==> src/pmrt_pkg.sv <==
// Package for the page map record table: payload structs, command codes and sequencer states.
package pmrt_pkg;

  localparam logic [1:0] CMD_RECORD = 2'd0;
  localparam logic [1:0] CMD_LOOKUP = 2'd1;
  localparam logic [1:0] CMD_CLEAR  = 2'd2;

  typedef struct packed {
    logic [1:0]  command;
    logic [31:0] virtual_address;
    logic [31:0] physical_address;
  } pmrt_in_t;

  typedef struct packed {
    logic        hit;
    logic [31:0] mapped_address;
    logic        full_error;
    logic [6:0]  entry_count;
  } pmrt_out_t;

  typedef enum logic [1:0] {
    ST_IDLE,
    ST_READ,
    ST_CMP
  } pmrt_state_t;

endpackage

==> src/pmrt_ram.sv <==
// Generic simple dual-port RAM with one write port and a registered read port.
module pmrt_ram #(
  parameter int WIDTH = 32,
  parameter int DEPTH = 64
) (
  input  logic                                    clk,
  input  logic                                    we,
  input  logic [(DEPTH > 1 ? $clog2(DEPTH) : 1)-1:0] waddr,
  input  logic [WIDTH-1:0]                        wdata,
  input  logic [(DEPTH > 1 ? $clog2(DEPTH) : 1)-1:0] raddr,
  output logic [WIDTH-1:0]                        rdata
);

  logic [WIDTH-1:0] mem [DEPTH];

  always_ff @(posedge clk) begin
    if (we) begin
      mem[waddr] <= wdata;
    end
    rdata <= mem[raddr];
  end

endmodule

==> src/page_map_record_table.sv <==
// Page map record table: sequential search, update and append of address pairs.
// Clear and unused commands finish straight from idle, as do record and lookup on an
//   empty table; otherwise these walk the entries, reading then comparing each one.
// The walk uses one read index for both RAMs and one 32-bit comparator; busy is high meanwhile,
//   and the next beat is taken as early as the cycle in which done shows.
// The result is flagged by done, which is high for one cycle; the receiver cannot stall it.
// Reset (rst, synchronous) empties the table at once; the RAM contents are not cleared.
module page_map_record_table
  import pmrt_pkg::*;
#(
  parameter int MAX_ENTRIES = 64
) (
  input  logic      clk,
  input  logic      rst,
  input  logic      start,
  output logic      busy,
  input  pmrt_in_t  request,
  output logic      done,
  output pmrt_out_t result
);

  localparam int IW = (MAX_ENTRIES > 1) ? $clog2(MAX_ENTRIES) : 1;
  localparam int CW = $clog2(MAX_ENTRIES + 1);

  pmrt_state_t state, state_next;
  logic [IW-1:0] idx, idx_next;
  logic [CW-1:0] count, count_next;
  pmrt_in_t      req, req_next;
  pmrt_in_t      cur;
  pmrt_out_t     result_next;
  logic          done_next;
  logic          finish_miss;

  logic          we_v, we_p;
  logic [IW-1:0] waddr;
  logic [31:0]   v_rdata, p_rdata;

  pmrt_ram #(.WIDTH(32), .DEPTH(MAX_ENTRIES)) u_virtual_store (
    .clk   (clk),
    .we    (we_v),
    .waddr (waddr),
    .wdata (cur.virtual_address),
    .raddr (idx),
    .rdata (v_rdata)
  );

  pmrt_ram #(.WIDTH(32), .DEPTH(MAX_ENTRIES)) u_physical_store (
    .clk   (clk),
    .we    (we_p),
    .waddr (waddr),
    .wdata (cur.physical_address),
    .raddr (idx),
    .rdata (p_rdata)
  );

  assign busy = (state != ST_IDLE);
  assign cur  = (state == ST_IDLE) ? request : req;

  always_ff @(posedge clk) begin
    if (rst) begin
      state <= ST_IDLE;
      count <= '0;
      done  <= 1'b0;
    end else begin
      state <= state_next;
      count <= count_next;
      done  <= done_next;
    end
    idx    <= idx_next;
    req    <= req_next;
    result <= result_next;
  end

  always_comb begin
    state_next  = state;
    idx_next    = idx;
    count_next  = count;
    req_next    = req;
    result_next = result;
    done_next   = 1'b0;
    finish_miss = 1'b0;
    we_v        = 1'b0;
    we_p        = 1'b0;
    waddr       = idx;

    case (state)
      ST_IDLE: begin
        if (start) begin
          req_next = request;
          idx_next = '0;
          result_next = '0;
          case (request.command)
            CMD_RECORD, CMD_LOOKUP: begin
              if (count == '0) begin
                finish_miss = 1'b1;
              end else begin
                state_next = ST_READ;
              end
            end
            CMD_CLEAR: begin
              count_next = '0;
              done_next  = 1'b1;
            end
            default: begin
              done_next = 1'b1;
            end
          endcase
        end
      end
      ST_READ: begin
        state_next = ST_CMP;
      end
      ST_CMP: begin
        if (v_rdata == req.virtual_address) begin
          // first match wins: update in place or report its mapping
          state_next      = ST_IDLE;
          done_next       = 1'b1;
          result_next     = '0;
          result_next.hit = 1'b1;
          if (req.command == CMD_RECORD) begin
            we_p = 1'b1;
          end else begin
            result_next.mapped_address = p_rdata;
          end
        end else if (CW'(idx) + CW'(1) < count) begin
          idx_next   = idx + IW'(1);
          state_next = ST_READ;
        end else begin
          finish_miss = 1'b1;
        end
      end
      default: begin
        state_next = ST_IDLE;
      end
    endcase

    if (finish_miss) begin
      state_next  = ST_IDLE;
      done_next   = 1'b1;
      result_next = '0;
      if (cur.command == CMD_RECORD) begin
        if (count < CW'(MAX_ENTRIES)) begin
          // append the new pair behind the filled entries
          we_v       = 1'b1;
          we_p       = 1'b1;
          waddr      = IW'(count);
          count_next = count + CW'(1);
        end else begin
          result_next.full_error = 1'b1;
        end
      end
    end

    if (done_next) begin
      result_next.entry_count = 7'(count_next);
    end
  end

  a_count_bound: assert property (@(posedge clk) disable iff (rst)
    count <= CW'(MAX_ENTRIES))
    else $error("filled count exceeds table size");

  a_full_only_when_full: assert property (@(posedge clk) disable iff (rst)
    done && result.full_error |-> count == CW'(MAX_ENTRIES) && !result.hit)
    else $error("full error without a full table");

  a_cmp_in_range: assert property (@(posedge clk) disable iff (rst)
    state == ST_CMP |-> CW'(idx) < count)
    else $error("compare beyond filled entries");

  a_walk_ends_with_done: assert property (@(posedge clk) disable iff (rst)
    state == ST_CMP && state_next == ST_IDLE |=> done)
    else $error("walk ended without a result");

  a_miss_has_no_mapping: assert property (@(posedge clk) disable iff (rst)
    done && !result.hit |-> result.mapped_address == 32'd0)
    else $error("mapped address set on a miss");

endmodule
==> config.mk <==
export PLATFORM = sky130hd
export DESIGN_NAME = page_map_record_table
export DESIGN_NICKNAME = d
export VERILOG_FILES = /design/src/pmrt_pkg.sv /design/src/pmrt_ram.sv /design/src/page_map_record_table.sv
export SDC_FILE = /design/constraint.sdc
export NUM_CORES = 2
export LEC_CHECK = 0
export BUFFER_PORTS_ARGS = -buffer_cell sky130_fd_sc_hd__buf_2
export CAP_MARGIN = 25
export CORE_ASPECT_RATIO = 1.1
export CORE_MARGIN = 2
export CORE_UTILIZATION = 60
export DETAILED_ROUTE_END_ITERATION = 8
export PLACE_DENSITY_LB_ADDON = 0.08
export SLEW_MARGIN = 20
export SYNTH_ARGS = -nofsm -noshare
export SYNTH_HDL_FRONTEND = slang
export SYNTH_SLANG_ARGS = --single-unit
==> constraint.sdc <==
create_clock -name clk -period 17.1 [get_ports clk]
set_clock_uncertainty 0.1 [all_clocks]
set_input_delay 2.565 -clock clk [delete_from_list [all_inputs] [get_ports clk]]
set_output_delay 2.565 -clock clk [all_outputs]
set_load 0.05 [all_outputs]
Yosys cells after proc, flatten, opt, wreduce, memory -nomap -nowiden. Memory sizes are Yosys's and may differ from the RTL's. A register that Yosys moved wholly into a read port is not among the register bits. Cells that the tools add are included.

Reductions and logical operators: 17. Multiplexer cells: 52. Order comparisons: 2. $add $sub $neg: 3. Eq/ne operators: 16.

Operator list (count): $mux W41 (2); $pmux W41 S2 (1); $mux W66 (1); $mux W7 (7); $mux W6 (6); $eq A32 B32 Y1 (1); $mux W32 (1); $mux W1 (24); $pmux W6 S2 (1); $mux W2 (5); $ne A2 B2 Y1 const B (5); $ne A3 B3 Y1 const B (3); $reduce_and A3 Y1 (3); $logic_not A2 Y1 (4); $mux W8 (1); $ne A4 B4 Y1 const B (2); $reduce_and A4 Y1 (2); $add A6 B1 Y7 const B (1); $add A7 B1 Y7 const B (1); $logic_not A7 Y1 (1); $lt A7 B7 Y1 (1); $lt A7 B7 Y1 const B (1); $add A6 B1 Y6 const B (1); $pmux W2 S3 (1); other kinds (9) (14).

Output and inout port bits: 43. Memory bits (writable): 4096. Register bits after elaboration: 123. Memories kept: 2.

Memories: u_physical_store.mem (depth 64, bits a word 32, read ports 1, clocked after Yosys merged registers in 1, write ports 1, line pmrt_ram.sv:14) `logic [WIDTH-1:0] mem [DEPTH];`; u_virtual_store.mem (depth 64, bits a word 32, read ports 1, clocked after Yosys merged registers in 1, write ports 1, line pmrt_ram.sv:14).

Longest topological paths before layout.
Depth in word-level cells: 9. Gate-level depth with buffers: 17. Gate-level depth less buffers: 11.

Cells and area by module. Synthesis repeated with hierarchy kept, for this count alone.

Cell total of the unflattened synthesis: 7092. Area total of the unflattened synthesis: 162607.2 µm².

Modules (own cells, without submodules): pmrt_ram (area each 78515.3 µm², cells an instance 3324, times used 2, sequential area each 62139.6 µm²); page_map_record_table (area each 5576.6 µm², cells an instance 444, times used 1, sequential area each 3263.1 µm²).

Worst setup path before layout. Ideal clock, no wire load.

Path type: in2reg. Start point: input request[64] (netlist name). End point: memory u_physical_store.mem[2][0] (enable). Slack: 10138 ps. Buffers on the path: 1. Arrival: 6401 ps. Stages: 7. Path through: nor4_1 a21oi_1 a2111oi_4 buf_4 o2111ai_2 o31a_1 nor3_1.

Longest elaborated chain between the ends: 8.

Ends and longest elaborated chain: start: declaration (line page_map_record_table.sv:17) `input pmrt_in_t request,`; $eq A2 B1 Y1 or $logic_not A2 Y1 (tied branches) (line page_map_record_table.sv:92) `case (request.command)`; $reduce_or A2 Y1 (line page_map_record_table.sv:92); $mux W1 (line page_map_record_table.sv:92); $mux W1 (line page_map_record_table.sv:88) `if (start) begin`; $pmux W1 S2 (line page_map_record_table.sv:86) `case (state)`; $mux W1 (line page_map_record_table.sv:137) `if (finish_miss) begin`; $mux W1 (line pmrt_ram.sv:17) `if (we) begin`; $mux W1 (implied by the code) (line pmrt_ram.sv:18) `mem[waddr] <= wdata;`; end: declaration (line pmrt_ram.sv:14).

Several ways; a longest one is shown, not always the timed one.

==> summary by stage <==
Timing
The worst path meets setup with a little over 10000 ps of slack. The final number of max-transition violations came to 0. Timing would allow up to 0.1455 GHz. The clock period could shrink to 6874 ps.

The slew at the pin closest to its max-slew limit is 1272 ps. The count of endpoints failing hold in the final timing report was 0. Setup violations remaining at the end of the flow were counted as 0. Setup repair after global routing left no endpoint under its margin. The portion of the clock cycle consumed by the worst path in the final layout is 40.20%. The headroom to the max-slew limit is 15.18%. Across all hold checks on the routed design, the worst slack comes to 389.6 ps.

Summed over all failing endpoints, the final setup total negative slack is 0 ps.

Synth
The cell count after synthesis came out at 6449. During synthesis, Yosys emitted a total of 0 warnings. The total nets after synthesis is 6528. The number of different library cells used by synthesis comes to 57. The main combinational cell family by area after synthesis is multiplexers. The register bit count reported by yosys is 4283. The fraction of synthesized area in multiplexers is about a fifth.

The number of synthesized flops with an enable pin is 4176. For this run, asynchronously set or reset flops after synthesis account for 0%. Summing the areas of all compound-gate instances in the mapped netlist gives 0.4416% of the synthesized area. The dominant register cell in the synthesized netlist is sky130_fd_sc_hd__edfxtp_1.

After Yosys synthesis, full adders, half adders and majority gates account for less than 1% of the synthesized area. The sequential element share of the synthesized area is around four fifths. The post-synthesis xor/xnor area fraction is less than 1%. Each instance of the synthesized netlist takes up on average 25.18 sq um. The post-synthesis simple-gate area fraction is 0.7375%. The synthesized area is between 0.15 and 0.2 sq mm.

Clock tree
TritonCTS built the clock tree. In this run, CTS created clock tree buffers numbering between 400 and 500. The post-CTS clock slew at the launch and capture registers of the worst setup and hold paths is 60 ps. The clock net in this run drives a total of 4283 sinks. For this design, the CTS-stage hold fixing added 0 buffers. The master cell of the clock root buffer is sky130_fd_sc_hd__clkbuf_16. The worst-skew pair later-pin latency is 910 ps.

After clock tree synthesis, the repair step resized 0 gates. The clock tree synthesis step divided the H-tree into 5 levels. The number of setup buffers added after CTS is 0. The buffer levels on the longest clock path is 4.

Cells and area
In the layout the commonest cells are sky130_fd_sc_hd__edfxtp_1, sky130_fd_sc_hd__mux4_2, sky130_fd_sc_hd__clkbuf_16. The area growth from synthesis to layout is 12.77%. The most common library cell in the layout ignoring fill and taps is sky130_fd_sc_hd__edfxtp_1. Cells fill 67.94% of the core in the end. Fill cells in the final layout number 16261. Cells with a size suffix above 1 make up 34.93% of the layout. The number of nets in the layout is 6961.

Global route
The number of global-route vias before repair came to just over 70000. The number of antenna violations at the first check in global routing was 32. The maximum number of pins on one net before global-route repair is 159. The total grt overflow is 0. The first global-routing pass estimated 575.9 mm of wire. The overall global routing resource usage is 30.28%.

Power and ir drop
The leakage power figure is 56.21 nW. Across the VDD grid, the largest voltage drop is 0.0001200 V. In this run the power density over the cells is 118.1 mW/mm^2.

Summing internal, switching and leakage power gives 21.63 mW.

Route
The number of optimization iterations in the first detailed-route pass is 7. The total wirelength of the detailed-routed design is about 410 mm. The count of unresolved DRC violations after routing is 0.

The routed wirelength normalized by instance count is 38.22 um. The routed layout has 74160 vias. The number of vias per cell is 6.868.

The number of nets still failing antenna checks after routing is 0. The initial detailed-routing violation count is around 10000.

Setup path
The sort of element at the end of the critical path is a register. The highest net fanout along the worst path is 104. The critical path is of the register to register type.

The worst setup path is launched from a register. At the worst endpoint, the required time is 17760 ps. Data on the critical path arrives at its endpoint at 7530 ps.

Placement
The count of buffers inserted at the top-level ports is 111. The wire-length estimate of the detail-placed layout is around 240 mm. OpenSTA, run right after detailed placement, puts the worst setup slack at 9582 ps. Routability-driven placement finished with a final weighted congestion of 0.8383.

Floorplan
For this configuration, the core starts out at a cell density of 60.25%. The count of standard-cell rows is 200. The die is 500.0 um wide. The die covers approximately 0.27 sq mm. The vertical die dimension is around 550 um.

The region available for standard cell placement spans 0.2695 sq mm. Pin placement for this block handled 112 I/O pins.

Outcome
The run finished with clean final reports.

Hold path
The path class of the tightest hold or removal check is register to register.

Flow run
Max-cap violations in this run came to 0.
## synthesized netlist by cell type (all sizes together), types with 2 or more instances
| cell type | number | share of area, % |
|---|---|---|
| and2 | 6 | 0.023 |
| a41oi | 2 | 0.011 |
| buf | 99 | 0.28 |
| a2bb2oi | 2 | 0.015 |
| a211oi | 4 | 0.018 |
| or3 | 2 | 0.0077 |
| a21boi | 10 | 0.046 |
| xor2 | 34 | 0.18 |
| nor3b | 4 | 0.018 |
| edfxtp | 4176 | 77 |
| ha | 10 | 0.077 |
| nor2b | 7 | 0.027 |
| a21oi | 12 | 0.039 |
| nand3 | 6 | 0.018 |
| mux2i | 4 | 0.027 |
| nor3 | 69 | 0.22 |
| mux4 | 1344 | 19 |
| or2 | 2 | 0.0077 |
| inv | 12 | 0.028 |
| nand4 | 3 | 0.012 |
| nand2 | 15 | 0.035 |
| nand2b | 2 | 0.0077 |
| o211ai | 2 | 0.015 |
| mux2 | 64 | 0.44 |
| xnor2 | 2 | 0.011 |
| nor2 | 127 | 0.30 |
| a22oi | 32 | 0.15 |
| clkbuf | 248 | 0.57 |
| dfxtp | 107 | 1.3 |
| o2111ai | 6 | 0.036 |
| o31a | 2 | 0.011 |
| nor4 | 11 | 0.042 |
| o21ai | 7 | 0.022 |
| and4 | 3 | 0.016 |
## sequential cells by signal, indices dropped and copies added (netlist names)
name	count
u_physical_store.mem	2048
u_virtual_store.mem	2048
req	66
result	41
u_physical_store.rdata	32
u_virtual_store.rdata	32
count	7
idx	6
state	2
done	1
## cells by family after synthesis
| family | count (synthesis) |
|---|---|
| DFF | 4283 |
| muxes | 1412 |
| adders and majority gates | 10 |
| xor gates and xnor gates | 36 |
| buffers and inverters | 359 |
| and+or+nand+nor | 258 |
| AOI/OAI and AO/OA | 91 |
## power breakdown
group / internal, mW / switching (mW) / total (mW) / leakage (nW)
Combinational: 0.314 / 0.586 / 0.900 / 11.1
Clock: 5.32 / 3.80 / 9.13 / 6.61
Sequential: 11.6 / 0.0312 / 11.6 / 38.5
Total: 17.2 / 4.42 / 21.6 / 56.2
## per-layer routing
layer  vias up  GRT usage, %  routed length, um
met5         -             0                 83
met4        12         11.91              17740
met3       609         4.896              34730
met2      3779         48.08             203700
met1     40738         43.16             156400
li1      29022             -                  -
## critical path, stage by stage (launching register included)
cell and delay (ps):
sky130_fd_sc_hd__edfxtp_1 980, sky130_fd_sc_hd__buf_4 780, sky130_fd_sc_hd__buf_4 800, sky130_fd_sc_hd__buf_12 670
sky130_fd_sc_hd__buf_4 440, sky130_fd_sc_hd__buf_16 310, sky130_fd_sc_hd__buf_4 460, sky130_fd_sc_hd__buf_16 300
sky130_fd_sc_hd__mux4_2 560, sky130_fd_sc_hd__mux4_2 560, sky130_fd_sc_hd__mux4_2 470
## per-stage QoR
stage                     instance area, sq um  std cells
after global routing                    183100      10787
final                                   183100      10798
after floorplan                         162400       6449
after detailed placement                169200       9992
after CTS                               182800      10750
after global placement                  168900       9979
## area by class of cell
type	count	area, sq um	share of cell area (%)
Antenna cell	38	95.09	0.05194
Inverter	12	47.55	0.02597
Tap cell	3535	4423	2.416
Clock inverter	248	2424	1.324
Clock buffer	510	11120	6.072
Sequential cell	4283	127500	69.66
Timing Repair Buffer	365	2955	1.614
Multi-Input combinational cell	1807	34490	18.84
## final timing paths
check                                  from                   endpoint  slack [ps]  depth (start not counted)
setup / recovery                     idx[0]  u_virtual_store.rdata[25]       10230                         10
hold reg to reg   u_physical_store.rdata[9]                 result[17]         390                          2
hold / removal    u_physical_store.rdata[9]                 result[17]         390                          2
setup reg to reg                     idx[0]  u_virtual_store.rdata[25]       10230                         10
Power figures use the tool's default switching activity.
